<file path="config.mk">
export PLATFORM = sky130hd
export DESIGN_NAME = pwm_fade_ramp_sequencer_top
export DESIGN_NICKNAME = d
export VERILOG_FILES = /design/src/hdl/pfrs_pkg.sv /design/src/hdl/pfrs_cfg.sv /design/src/hdl/pwm_fade_ramp_sequencer_top.sv
export SDC_FILE = /design/constraint.sdc
export NUM_CORES = 1
export LEC_CHECK = 0
export ABC_AREA = 1
export BUFFER_PORTS_ARGS = -buffer_cell sky130_fd_sc_hd__buf_2
export CAP_MARGIN = 20
export CORE_MARGIN = 4
export CORE_UTILIZATION = 60
export CTS_CLUSTER_DIAMETER = 80
export DETAILED_ROUTE_END_ITERATION = 10
export PLACE_DENSITY_LB_ADDON = 0.12
export SETUP_SLACK_MARGIN = 0.2
export SLEW_MARGIN = 25
export SYNTH_ARGS = -nofsm -noshare
export SYNTH_HDL_FRONTEND = slang
export SYNTH_SLANG_ARGS = --single-unit
</file>
<file path="constraint.sdc">
create_clock -name i_clk -period 7.5 [get_ports i_clk]
set_input_delay 0.375 -clock i_clk [delete_from_list [all_inputs] [get_ports i_clk]]
set_output_delay 0.375 -clock i_clk [all_outputs]
set_load 0.02 [all_outputs]
</file>
<file path="src/hdl/pfrs_pkg.sv">
// pfrs_pkg: shared constants, register indexes and the configuration struct
// for the pwm fade ramp sequencer
// no dependencies
package pfrs_pkg;

    // timebase ticks per millisecond and fixed off time
    localparam int unsigned TICKS_PER_MS = 84000;
    localparam int unsigned OFF_MS       = 1000;

    localparam int unsigned DUTY_W  = 16;
    localparam int unsigned MS_W    = 16;
    localparam int unsigned PCT_W   = 7;
    localparam int unsigned TICK_W  = $clog2(TICKS_PER_MS + 1);
    // a ramp or wait length in ticks
    localparam int unsigned LEN_W   = MS_W + TICK_W;
    // pace accumulator: one extra bit so a stale value above a shortened length fits
    localparam int unsigned ACC_W   = LEN_W + 1;
    localparam int unsigned PHASE_W = 2;
    localparam int unsigned IDX_W   = 8;
    localparam int unsigned CDATA_W = 16;

    localparam logic [LEN_W-1:0] OFF_LEN =
        LEN_W'(64'(OFF_MS) * 64'(TICKS_PER_MS));

    typedef enum logic [PHASE_W-1:0] {
        PH_RISE = 2'd0,
        PH_HOLD = 2'd1,
        PH_FALL = 2'd2,
        PH_OFF  = 2'd3
    } t_phase;

    localparam logic [IDX_W-1:0] REG_PEAK_PERCENT = 8'd0;
    localparam logic [IDX_W-1:0] REG_RISE_MS      = 8'd1;
    localparam logic [IDX_W-1:0] REG_HOLD_MS      = 8'd2;
    localparam logic [IDX_W-1:0] REG_FALL_MS      = 8'd3;

    // working form of the registers, as the sequencer consumes them
    typedef struct packed {
        logic [DUTY_W-1:0] peak;
        logic [LEN_W-1:0]  rise_len;
        logic [LEN_W-1:0]  hold_len;
        logic [LEN_W-1:0]  fall_len;
    } t_cfg;

endpackage

</file>
<file path="src/hdl/pfrs_cfg.sv">
// pfrs_cfg: configuration registers, held already scaled to duty counts and ticks
// depends on pfrs_pkg
module pfrs_cfg (
    input  logic                         i_clk,
    input  logic                         i_rst_n,
    input  logic                         i_cfg_valid,
    output logic                         o_cfg_ready,
    input  logic [pfrs_pkg::IDX_W-1:0]   i_cfg_index,
    input  logic [pfrs_pkg::CDATA_W-1:0] i_cfg_data,
    output pfrs_pkg::t_cfg               o_cfg
);
    import pfrs_pkg::*;

    // floor(x/100) as x*K >> 30, exact for x up to 100*65535
    localparam int unsigned PK_SHIFT = 30;
    localparam int unsigned SCALED_W = PCT_W + DUTY_W;
    localparam int unsigned RECIP_W  = 24;
    localparam logic [RECIP_W-1:0] PK_RECIP =
        RECIP_W'(((64'd1 << PK_SHIFT) + 64'd99) / 64'd100);
    localparam int unsigned PROD_W   = SCALED_W + RECIP_W;

    localparam logic [LEN_W-1:0] RISE_RST = LEN_W'(64'd100 * 64'(TICKS_PER_MS));
    localparam logic [LEN_W-1:0] HOLD_RST = LEN_W'(64'd1000 * 64'(TICKS_PER_MS));

    t_cfg r_cfg;

    logic [PCT_W-1:0]    w_pct;
    logic [SCALED_W-1:0] w_scaled;
    logic [PROD_W-1:0]   w_prod;
    logic [MS_W-1:0]     w_ms_ramp;
    logic [LEN_W-1:0]    w_len_ramp;
    logic [LEN_W-1:0]    w_len_hold;
    logic                w_wr;

    assign o_cfg_ready = 1'b1;
    assign w_wr        = i_cfg_valid;

    // percent above a hundred saturates
    assign w_pct    = (i_cfg_data[PCT_W-1:0] > PCT_W'(100)) ? PCT_W'(100)
                                                            : i_cfg_data[PCT_W-1:0];
    // times 65535 as a shift and subtract
    assign w_scaled = (SCALED_W'(w_pct) << DUTY_W) - SCALED_W'(w_pct);
    assign w_prod   = PROD_W'(w_scaled) * PROD_W'(PK_RECIP);

    // a ramp of zero ms is taken as one ms
    assign w_ms_ramp  = (i_cfg_data == '0) ? MS_W'(1) : i_cfg_data;
    assign w_len_ramp = LEN_W'(w_ms_ramp) * LEN_W'(TICKS_PER_MS);
    assign w_len_hold = LEN_W'(i_cfg_data) * LEN_W'(TICKS_PER_MS);

    always_ff @(posedge i_clk) begin
        if (!i_rst_n) begin
            r_cfg.peak     <= {DUTY_W{1'b1}};
            r_cfg.rise_len <= RISE_RST;
            r_cfg.hold_len <= HOLD_RST;
            r_cfg.fall_len <= RISE_RST;
        end else if (w_wr) begin
            unique case (i_cfg_index)
                REG_PEAK_PERCENT: r_cfg.peak     <= w_prod[PK_SHIFT +: DUTY_W];
                REG_RISE_MS:      r_cfg.rise_len <= w_len_ramp;
                REG_HOLD_MS:      r_cfg.hold_len <= w_len_hold;
                REG_FALL_MS:      r_cfg.fall_len <= w_len_ramp;
                default: begin
                end
            endcase
        end
    end

    assign o_cfg = r_cfg;

endmodule

</file>
<file path="src/hdl/pwm_fade_ramp_sequencer_top.sv">
// pwm_fade_ramp_sequencer_top: breathing pwm duty sequencer, stream in and out
// depends on pfrs_pkg and pfrs_cfg
//
// Every input beat is one tick of the pwm timebase and yields exactly one
// output beat carrying the duty after that tick and the phase (rising, hold,
// falling, off). The duty ramps one count at a time from zero to
// floor(peak_percent*65535/100) over rise_ms, holds for hold_ms, ramps back
// to zero over fall_ms, stays off for OFF_MS and repeats; ramp steps are paced
// by an accumulator, so at most one step falls on any tick. A beat with the
// restart bit set returns the sequence to rising at duty zero. Throughput is
// one beat per clock while m_tready stays high; from input to output the
// beat is registered, then the whole tick update (one accumulator add and
// compare, one counter compare) runs combinationally into the state
// registers, which are the output register. Configuration writes are
// accepted in any cycle, are scaled into ticks and duty counts as they are
// written, and should only be made while no beat is in flight. No clearing
// pass is needed after reset.
module pwm_fade_ramp_sequencer_top (
    input  logic                                i_clk,
    input  logic                                i_rst_n,
    // input stream
    input  logic                                s_tvalid,
    output logic                                s_tready,
    input  logic [7:0]                          s_tdata,   // [0] restart, [7:1] zero
    // output stream
    output logic                                m_tvalid,
    input  logic                                m_tready,
    output logic [pfrs_pkg::DUTY_W-1:0]         m_tdata,   // [15:0] duty
    output logic [pfrs_pkg::PHASE_W-1:0]        m_tuser,   // [1:0] phase
    // configuration writes
    input  logic                                i_cfg_valid,
    output logic                                o_cfg_ready,
    input  logic [pfrs_pkg::IDX_W-1:0]          i_cfg_index,
    input  logic [pfrs_pkg::CDATA_W-1:0]        i_cfg_data
);
    import pfrs_pkg::*;

    t_cfg w_cfg;

    // input register
    logic r_in_valid;
    logic r_in_restart;

    // sequencer state; duty and phase double as the output register
    t_phase            r_phase, n_phase;
    logic [DUTY_W-1:0] r_duty,  n_duty;
    logic [ACC_W-1:0]  r_acc,   n_acc;
    logic [LEN_W-1:0]  r_wait,  n_wait;
    logic              r_out_valid;

    logic             w_adv;
    logic [ACC_W-1:0] w_inc;
    logic [ACC_W-1:0] w_len;
    logic [ACC_W-1:0] w_sum;
    logic             w_step;
    logic [ACC_W-1:0] w_acc_after;
    logic [LEN_W:0]   w_wait_inc;

    pfrs_cfg u_cfg (
        .i_clk       (i_clk),
        .i_rst_n     (i_rst_n),
        .i_cfg_valid (i_cfg_valid),
        .o_cfg_ready (o_cfg_ready),
        .i_cfg_index (i_cfg_index),
        .i_cfg_data  (i_cfg_data),
        .o_cfg       (w_cfg)
    );

    // the tick moves on when the output slot is free or being emptied
    assign w_adv    = r_in_valid && (!r_out_valid || m_tready);
    assign s_tready = !r_in_valid || w_adv;

    always_ff @(posedge i_clk) begin
        if (!i_rst_n) begin
            r_in_valid <= 1'b0;
        end else if (s_tvalid && s_tready) begin
            r_in_valid <= 1'b1;
        end else if (w_adv) begin
            r_in_valid <= 1'b0;
        end
    end

    always_ff @(posedge i_clk) begin
        if (s_tvalid && s_tready) begin
            r_in_restart <= s_tdata[0];
        end
    end

    // pace accumulator: a zero peak still advances by one so falling ends
    assign w_inc       = (w_cfg.peak == '0) ? ACC_W'(1) : ACC_W'(w_cfg.peak);
    assign w_len       = (r_phase == PH_RISE) ? ACC_W'(w_cfg.rise_len)
                                              : ACC_W'(w_cfg.fall_len);
    assign w_sum       = r_acc + w_inc;
    assign w_step      = (w_sum >= w_len);
    assign w_acc_after = w_step ? (w_sum - w_len) : w_sum;
    assign w_wait_inc  = {1'b0, r_wait} + (LEN_W+1)'(1);

    always_comb begin
        n_phase = r_phase;
        n_duty  = r_duty;
        n_acc   = r_acc;
        n_wait  = r_wait;
        if (r_in_restart) begin
            n_phase = PH_RISE;
            n_duty  = '0;
            n_acc   = '0;
            n_wait  = '0;
        end else begin
            unique case (r_phase)
                PH_RISE: begin
                    if (r_duty < w_cfg.peak) begin
                        n_acc = w_acc_after;
                        if (w_step) begin
                            n_duty = r_duty + DUTY_W'(1);
                        end
                    end
                    // peak reached, or lowered below the current duty
                    if (n_duty >= w_cfg.peak) begin
                        n_phase = PH_HOLD;
                        n_wait  = '0;
                        n_acc   = '0;
                    end
                end
                PH_HOLD: begin
                    n_wait = w_wait_inc[LEN_W-1:0];
                    if (w_wait_inc >= {1'b0, w_cfg.hold_len}) begin
                        n_phase = PH_FALL;
                        n_wait  = '0;
                        n_acc   = '0;
                    end
                end
                PH_FALL: begin
                    if (r_duty != '0) begin
                        n_acc = w_acc_after;
                        if (w_step) begin
                            n_duty = r_duty - DUTY_W'(1);
                        end
                    end
                    if (n_duty == '0) begin
                        n_phase = PH_OFF;
                        n_wait  = '0;
                        n_acc   = '0;
                    end
                end
                PH_OFF: begin
                    n_wait = w_wait_inc[LEN_W-1:0];
                    if (w_wait_inc >= {1'b0, OFF_LEN}) begin
                        n_phase = PH_RISE;
                        n_duty  = '0;
                        n_wait  = '0;
                        n_acc   = '0;
                    end
                end
                default: begin
                end
            endcase
        end
    end

    always_ff @(posedge i_clk) begin
        if (!i_rst_n) begin
            r_phase     <= PH_RISE;
            r_duty      <= '0;
            r_acc       <= '0;
            r_wait      <= '0;
            r_out_valid <= 1'b0;
        end else begin
            if (w_adv) begin
                r_phase     <= n_phase;
                r_duty      <= n_duty;
                r_acc       <= n_acc;
                r_wait      <= n_wait;
                r_out_valid <= 1'b1;
            end else if (m_tready) begin
                r_out_valid <= 1'b0;
            end
        end
    end

    assign m_tvalid = r_out_valid;
    assign m_tdata  = r_duty;
    assign m_tuser  = r_phase;

    // off phase always shows zero duty
    a_off_dark: assert property (@(posedge i_clk) disable iff (!i_rst_n)
        (m_tvalid && (m_tuser == PH_OFF)) |-> (m_tdata == '0))
        else $error("duty not zero in off phase");

    // a restart tick lands at rising with zero duty
    a_restart: assert property (@(posedge i_clk) disable iff (!i_rst_n)
        (w_adv && r_in_restart) |=> ((r_duty == '0) && (r_phase == PH_RISE)))
        else $error("restart did not return to rising at zero");

    // without restart the duty moves by at most one count per tick
    a_slew: assert property (@(posedge i_clk) disable iff (!i_rst_n)
        (w_adv && !r_in_restart) |=>
            ((r_duty == $past(r_duty)) ||
             (r_duty == $past(r_duty) + DUTY_W'(1)) ||
             (r_duty == $past(r_duty) - DUTY_W'(1))))
        else $error("duty stepped by more than one count");

    // the wait counter only runs in hold and off
    a_wait_idle: assert property (@(posedge i_clk) disable iff (!i_rst_n)
        ((r_phase == PH_RISE) || (r_phase == PH_FALL)) |-> (r_wait == '0))
        else $error("wait counter running during a ramp");

endmodule
</file>
==> results_dict.tcl, run 1 <==
set metrics [dict create \
    p_int_mw 6.919 \
    start_kind "register" \
    required_ps 7940 \
    drc 0 \
    vias 25339 \
    synth_edf_count 1 \
    ys_types 55 \
    slew_headroom_pct 26.64 \
    fin_crit_sh_pct 94.31 \
    cts_buffers 17 \
    slew_viol_final 0 \
    setup_violations 0 \
    synth_most_common_cell "inv_1" \
    gp_congestion 0.9551 \
    tightest_slew_ps 1096 \
    critPathKind "reg2reg" \
    synthTopCellsByCount "inv_1, nand2_1, ha_1" \
    comb_power_share_pct 86.8 \
    grt_overflow 0 \
    drtPass1Iterations 5 \
    antenna_found_initial 0 \
    dp_hpwl_um 62570 \
    setup-tns-final_ps 0 \
    synth-main-ff-cell "dfxtp_1" \
    yosys_warnings 0 \
    diodes 0 \
    core_um2 46850 \
    grt_pass1_wl_um 122200 \
    seq_power_share_pct 6.9 \
    synthCells 3868 \
    endpoint_kind "register" \
    nets 4849 \
    max_cap_violations 0 \
    synth_top_cell_by_area "ha_1" \
    start_util_pct 61.19 \
    clkSinkCount 188 \
    rows 79 \
    dieArea_um2 51350 \
    status "finished clean" \
    ys_async_sr_fraction_pct 0 \
    n_fill_cell 4098 \
    die_w_um 226.6 \
    finalHoldViolations 0 \
    drive_above_1_share_pct 12.85 \
    p_per_area_nw_per_um2 463.9 \
    critPathBufInv 10 \
    syn_to_final_growth_pct 13.30 \
    ir_worst_vdd_v 0.0006714 \
    ant_nets 0 \
    rsz0062_at_grt "true" \
    grt_pass1_vias 24213 \
    track_usage_pct 29.88 \
    die_h_um 226.6 \
    worst_ep_arrival_time_ps 7510 \
    syn_area_per_cell_um2 7.412 \
    cp_common_cell "nand2_2" \
    cts_buffer_depth 2 \
    slowest_stage "o41ai_2" \
    synth_seq_cells 188 \
    htreeDepth 4 \
    p_sw_mw 8.149 \
    post_drt_wl_per_cell_um 16.45 \
    final.min_clock_period_ps 7073 \
    pin_count 58 \
    clk_latency_ps 510 \
    seq_area_um2 3779 \
    skew_ps 16.68 \
    clk_pin_slew_ps 90 \
    p_leak_nw 17.53 \
    multi_input_area_um2 22060 \
    wl_um 76820 \
    synth.area.top_cells "ha_1, fa_1, dfxtp_1" \
    grt_max_degree 84 \
    seq_area_frac_synth_pct 13.16 \
    path_max_fanout 7 \
    tritoncts "done" \
    crit_family "simple AND/OR/NAND/NOR gates" \
    synth_area_um2 28670 \
    drt-vias-per-instance 5.427 \
    finish.utilization_pct 69.33 \
    hold_class "in2reg" \
    port_buffers 49 \
    synth_top_area_share_pct 23.26 \
    synthesis.nets 4668 \
    fmax_mhz 141.4 \
    drtIter0Drc 1709 \
    cpPeakStageDelay_ps 360 \
    cts_root_buf "clkbuf_16" \
    switching_share_pct 54.08 \
    p_clk_share_pct 6.3 \
]
==> power by group through the flow <==
| stage | combinational (mW) | sequential (mW) | clock, mW |
|---|---|---|---|
| finish | 13.1 | 1.04 | 0.950 |
| global route | 14.8 | 1.04 | 1.00 |
| CTS | 12.5 | 1.04 | 0.972 |
| detailed placement | 12.3 | 1.06 | 0 |
| global placement | 12.2 | 1.06 | 0 |
| floorplan | 8.45 | 1.06 | 0 |
==> final timing paths <==
path               startpoint             end  slack, ps  cells after the start
max          u_cfg.o_cfg[105]       r_acc[18]        430                     54
min                s_tdata[0]    r_in_restart         40                      1
max reg2reg  u_cfg.o_cfg[105]       r_acc[18]        430                     54
min reg2reg    u_cfg.o_cfg[5]  u_cfg.o_cfg[5]        480                      2
==> worst reg2reg max path, delay by kind of cell, from the launching register on <==
kind | cells | cell delay (ps)
XOR/XNOR | 2 | 380
buffers and inverters | 10 | 1250
AND/OR/NAND/NOR | 30 | 2820
adder cells (fa/ha/maj) | 4 | 1050
flip-flops | 1 | 320
AO/OA/AOI/OAI | 8 | 1190
==> final cells by class <==
class                   count  share of cell area [%]
clock inverters            15                  0.5200
flip-flops and latches    188                   11.63
inverters                 808                   9.376
clock buffers              17                   1.310
multi-input cells        2752                   67.91
well taps                 607                   2.338
repair buffers            282                   6.910
==> logic make-up (layout without fill, tap and decap cells) <==
family                   Yosys count  count (layout)  share of synthesized area [%]
multiplexers                      14              14                         0.4888
flip-flops                       188             188                          13.16
XOR/XNOR                         149             149                          4.552
other                              1               1                        0.01308
AND/OR/NAND/NOR                 1191            1191                          17.68
adder cells (fa/ha/maj)          763             763                          39.32
buffers and inverters            928            1122                          12.41
AO/OA/AOI/OAI                    634             634                          12.38
==> metal layers <==
metal | global-route usage [%] | routed length [um]
met5 | 0 | 0
met2 | 48.67 | 35860
met3 | 5.153 | 4467
met4 | 8.995 | 2071
met1 | 40.97 | 34420
==> repair_timing <==
action / in CTS / in global routing
pin swaps: 15 / 75
buffers inserted: 9 / 11
hold buffers: 0 / 0
gates cloned: 2 / 4
gates resized for setup: 29 / 143
endpoints found under the setup margin: 69 / 85
==> cells in the final DEF, fill, tap and decap left out, types with 6 or more instances in the layout <==
master     count
nand2_2       39
or2_2         11
o21a_1         9
a21o_1         9
buf_2         49
o21bai_1       9
inv_2         16
a31oi_1        9
dfxtp_1      183
nor2_4         9
nor3_1        35
ha_1         521
inv_1        786
o22ai_1        8
buf_12        10
a21oi_2       34
xnor2_1       39
nor2_1       242
nand3_2        7
xor2_1        99
mux2i_1       14
nand3b_1       6
o21ai_0      192
a21oi_1      279
o31ai_1        9
xor2_2         8
nor2_2        17
buf_4        213
nand3_1      101
o21ai_1        8
nand2_4       19
clkbuf_16     21
a21boi_0       6
nand2_1      596
fa_1         227
o211ai_1      38
nor4_1        17
nand4_1       72
ha_4          10
==> state kept, by name, summed over array words and instances (netlist names) <==
register      cells
u_cfg.o_cfg     100
r_acc            34
r_wait           33
m_tdata          16
m_tuser           2
m_tvalid          1
r_in_restart      1
r_in_valid        1
==> through the flow <==
step | hold slack (ps) | setup slack, ps | total power [mW] | instances | instance area (um2)
final | 38.60 | 426.8 | 15.07 | 4669 | 32480
after global routing | 21.16 | -35.90 | 16.81 | 4669 | 32480
after CTS | 11.00 | 210.8 | 14.48 | 4654 | 31720
after detailed placement | 456.7 | -219.4 | 13.39 | 4611 | 30900
after global placement | 449.5 | -77.20 | 13.28 | 4611 | 30900
after floorplan | 434.5 | 179.8 | 9.512 | 3868 | 28760
Power figures use the tool's default switching activity.
==> inputs of run 2 (changes only) <==
Settings changed: ABC_AREA 1 to not set.
==> results_dict.tcl, run 2 <==
set metrics [dict create \
    drive_above_1_share_pct 18.36 \
    clk_latency_ps 470 \
    yosys_warnings 0 \
    ant_nets 0 \
    fmax_mhz 125.9 \
    port_buffers 49 \
    slew_viol_final 0 \
    start_util_pct 61.15 \
    status "complete, but fails checks" \
    p_leak_nw 16.42 \
    grt_overflow 0 \
    required_ps 7850 \
    cts_buffer_depth 2 \
    syn_area_per_cell_um2 8.493 \
    hold_class "in2reg" \
    skew_ps 21.33 \
    synthCells 3212 \
    clk_pin_slew_ps 70 \
    synthesis.nets 4012 \
    rows 77 \
    grt_pass1_wl_um 125000 \
    drtPass1Iterations 8 \
    ir_worst_vdd_v 0.0008742 \
    fin_cells 4089 \
    nets 4284 \
    largest_register_ffs 100 \
    grt_pass1_vias 23891 \
    synth-main-ff-cell "dfxtp_1" \
    final.min_clock_period_ps 7941 \
    power_mw 13.73 \
    die_h_um 221.2 \
    synth_top_area_share_pct 24.45 \
    ys_types 95 \
    post_drt_wl_per_cell_um 19.37 \
    gp_congestion 0.9761 \
    synth_top_cell_by_area "ha_1" \
    violations "negative setup slack" \
    die_w_um 221.2 \
    rsz0062_at_grt "true" \
    dieArea_um2 48940 \
    setup_violations 69 \
    seq_area_frac_synth_pct 13.83 \
    critPathKind "reg2reg" \
    final_cell_mix "inv_1, ha_1, buf_4, nand2_1, fa_1" \
    finalWorstSetupSlack_ps -440.9 \
    synth_area_um2 27280 \
    synthTopCellsByCount "ha_1, inv_1, nand2_1" \
    vias 24026 \
    preCtsSetupSlack_ps -630.1 \
    track_usage_pct 31.20 \
    worst_ep_arrival_time_ps 8290 \
    synth_seq_cells 188 \
    antenna_found_initial 2 \
    core_um2 44610 \
    cp_common_cell "buf_6" \
    wl_um 79210 \
    drt-vias-per-instance 5.876 \
    ys_async_sr_fraction_pct 0 \
    drtIter0Drc 2079 \
    diodes 0 \
    fin_hold_ws_ps 86.59 \
    tritoncts "done" \
    cts_root_buf "clkbuf_16" \
    max_cap_violations 0 \
    endpoint_kind "register" \
    synth_most_common_cell "ha_1" \
    synth.area.top_cells "ha_1, fa_1, dfxtp_1" \
    rrSetupSlack_ps -440 \
    clkSinkCount 188 \
    drc 0 \
    htreeDepth 4 \
    slew_headroom_pct 29.69 \
    hold_buffers 0 \
    setup-tns-final_ps -22810 \
    fin_crit_sh_pct 105.9 \
    dp_hpwl_um 62500 \
    synth_edf_count 1 \
    cpPeakStageDelay_ps 430 \
    path_max_fanout 7 \
    p_per_area_nw_per_um2 422.3 \
    grt_max_degree 84 \
    pin_count 58 \
    syn_to_final_growth_pct 19.21 \
    dpl.cell_count 3996 \
    finalHoldViolations 0 \
    tightest_slew_ps 1047 \
    final_common_cell "inv_1" \
    start_kind "register" \
    slowest_stage "a2111o_1" \
    cts_buffers 17 \
]
[run 2: changes by cell type in the layout (fill, tap and decap cells not counted), moves of 44 or more]
cell,previous run,this run
inv_1,786,514
a21oi_1,279,203
nand2_1,596,255
xor2_1,99,55
buf_4,213,288
o21ai_0,192,69
nor2_1,242,135
a21o_1,9,54
xnor2_1,39,96
[run 2: cells by family (layout without fill, tap and decap cells)]
logic type      count (synthesis)  count (layout)  share of synthesized area (%)
flops                         188             188                          13.83
compound gates                617             618                          14.94
fa+ha+maj                     763             763                          41.33
xor+xnor                      160             160                          5.192
mux                            46              46                          1.706
buf+inv                       669             953                          9.407
other cells                     1               1                        0.01375
simple gates                  768             768                          13.58
[run 2: report_power, final]
| part | internal, mW | switching (mW) | leakage (nW) |
|---|---|---|---|
| registers | 1.01 | 0.00877 | 1.52 |
| logic | 5.61 | 6.16 | 14.6 |
| clock network | 0.478 | 0.473 | 0.289 |
[run 2: final timing paths]
| kind | startpoint | end | cells past startpoint |
|---|---|---|---|
| setup reg to reg | u_cfg.o_cfg[109] | r_acc[27] | 41 |
| hold reg to reg | r_acc[12] | r_acc[12] | 2 |
| hold / removal | s_tdata[0] | r_in_restart | 1 |
| setup / recovery | u_cfg.o_cfg[109] | r_acc[27] | 41 |
[run 2: cell type report]
type                            instances  area, um2
Tap cell                              592      740.7
Fill cell                            3447      12090
Sequential cell                       188       3775
Timing Repair Buffer                  389       3298
Multi-Input combinational cell       2356      22090
Clock inverter                         15      172.7
Clock buffer                           17      425.4
Inverter                              532       2013
[run 2: timing repair]
item                                    in CTS  in global routing
gates resized for setup                     77                152
endpoints found under the setup margin      81                 84
pin swaps                                   47                 97
gates cloned                                 8                  2
setup buffers                               29                 22
[run 2: worst max-delay path, delay by kind of cell, from the launching register on]
family / cells / cell delay (ps)
compound gates: 18 / 3490
simple gates: 10 / 1470
fa+ha+maj: 4 / 1180
buf+inv: 7 / 1020
flops: 1 / 340
xor+xnor: 2 / 310
[run 2: metrics by stage]
step                instance area (um2)  util [%]
global route                      32520     72.90
CTS                               31560     70.76
floorplan                         27620         -
finish                            32520     72.90
detailed placement                30220     67.74
global placement                  30220     67.74
[run 2: routing by layer]
layer  up-vias  routed length, um  global-route usage, %
li1      11420                  -                      -
met1     11618              35550                  44.55
met2       837              35860                  49.50
met3       147               5584                  4.943
met4         4               2191                  8.637
met5         -                 26                      0
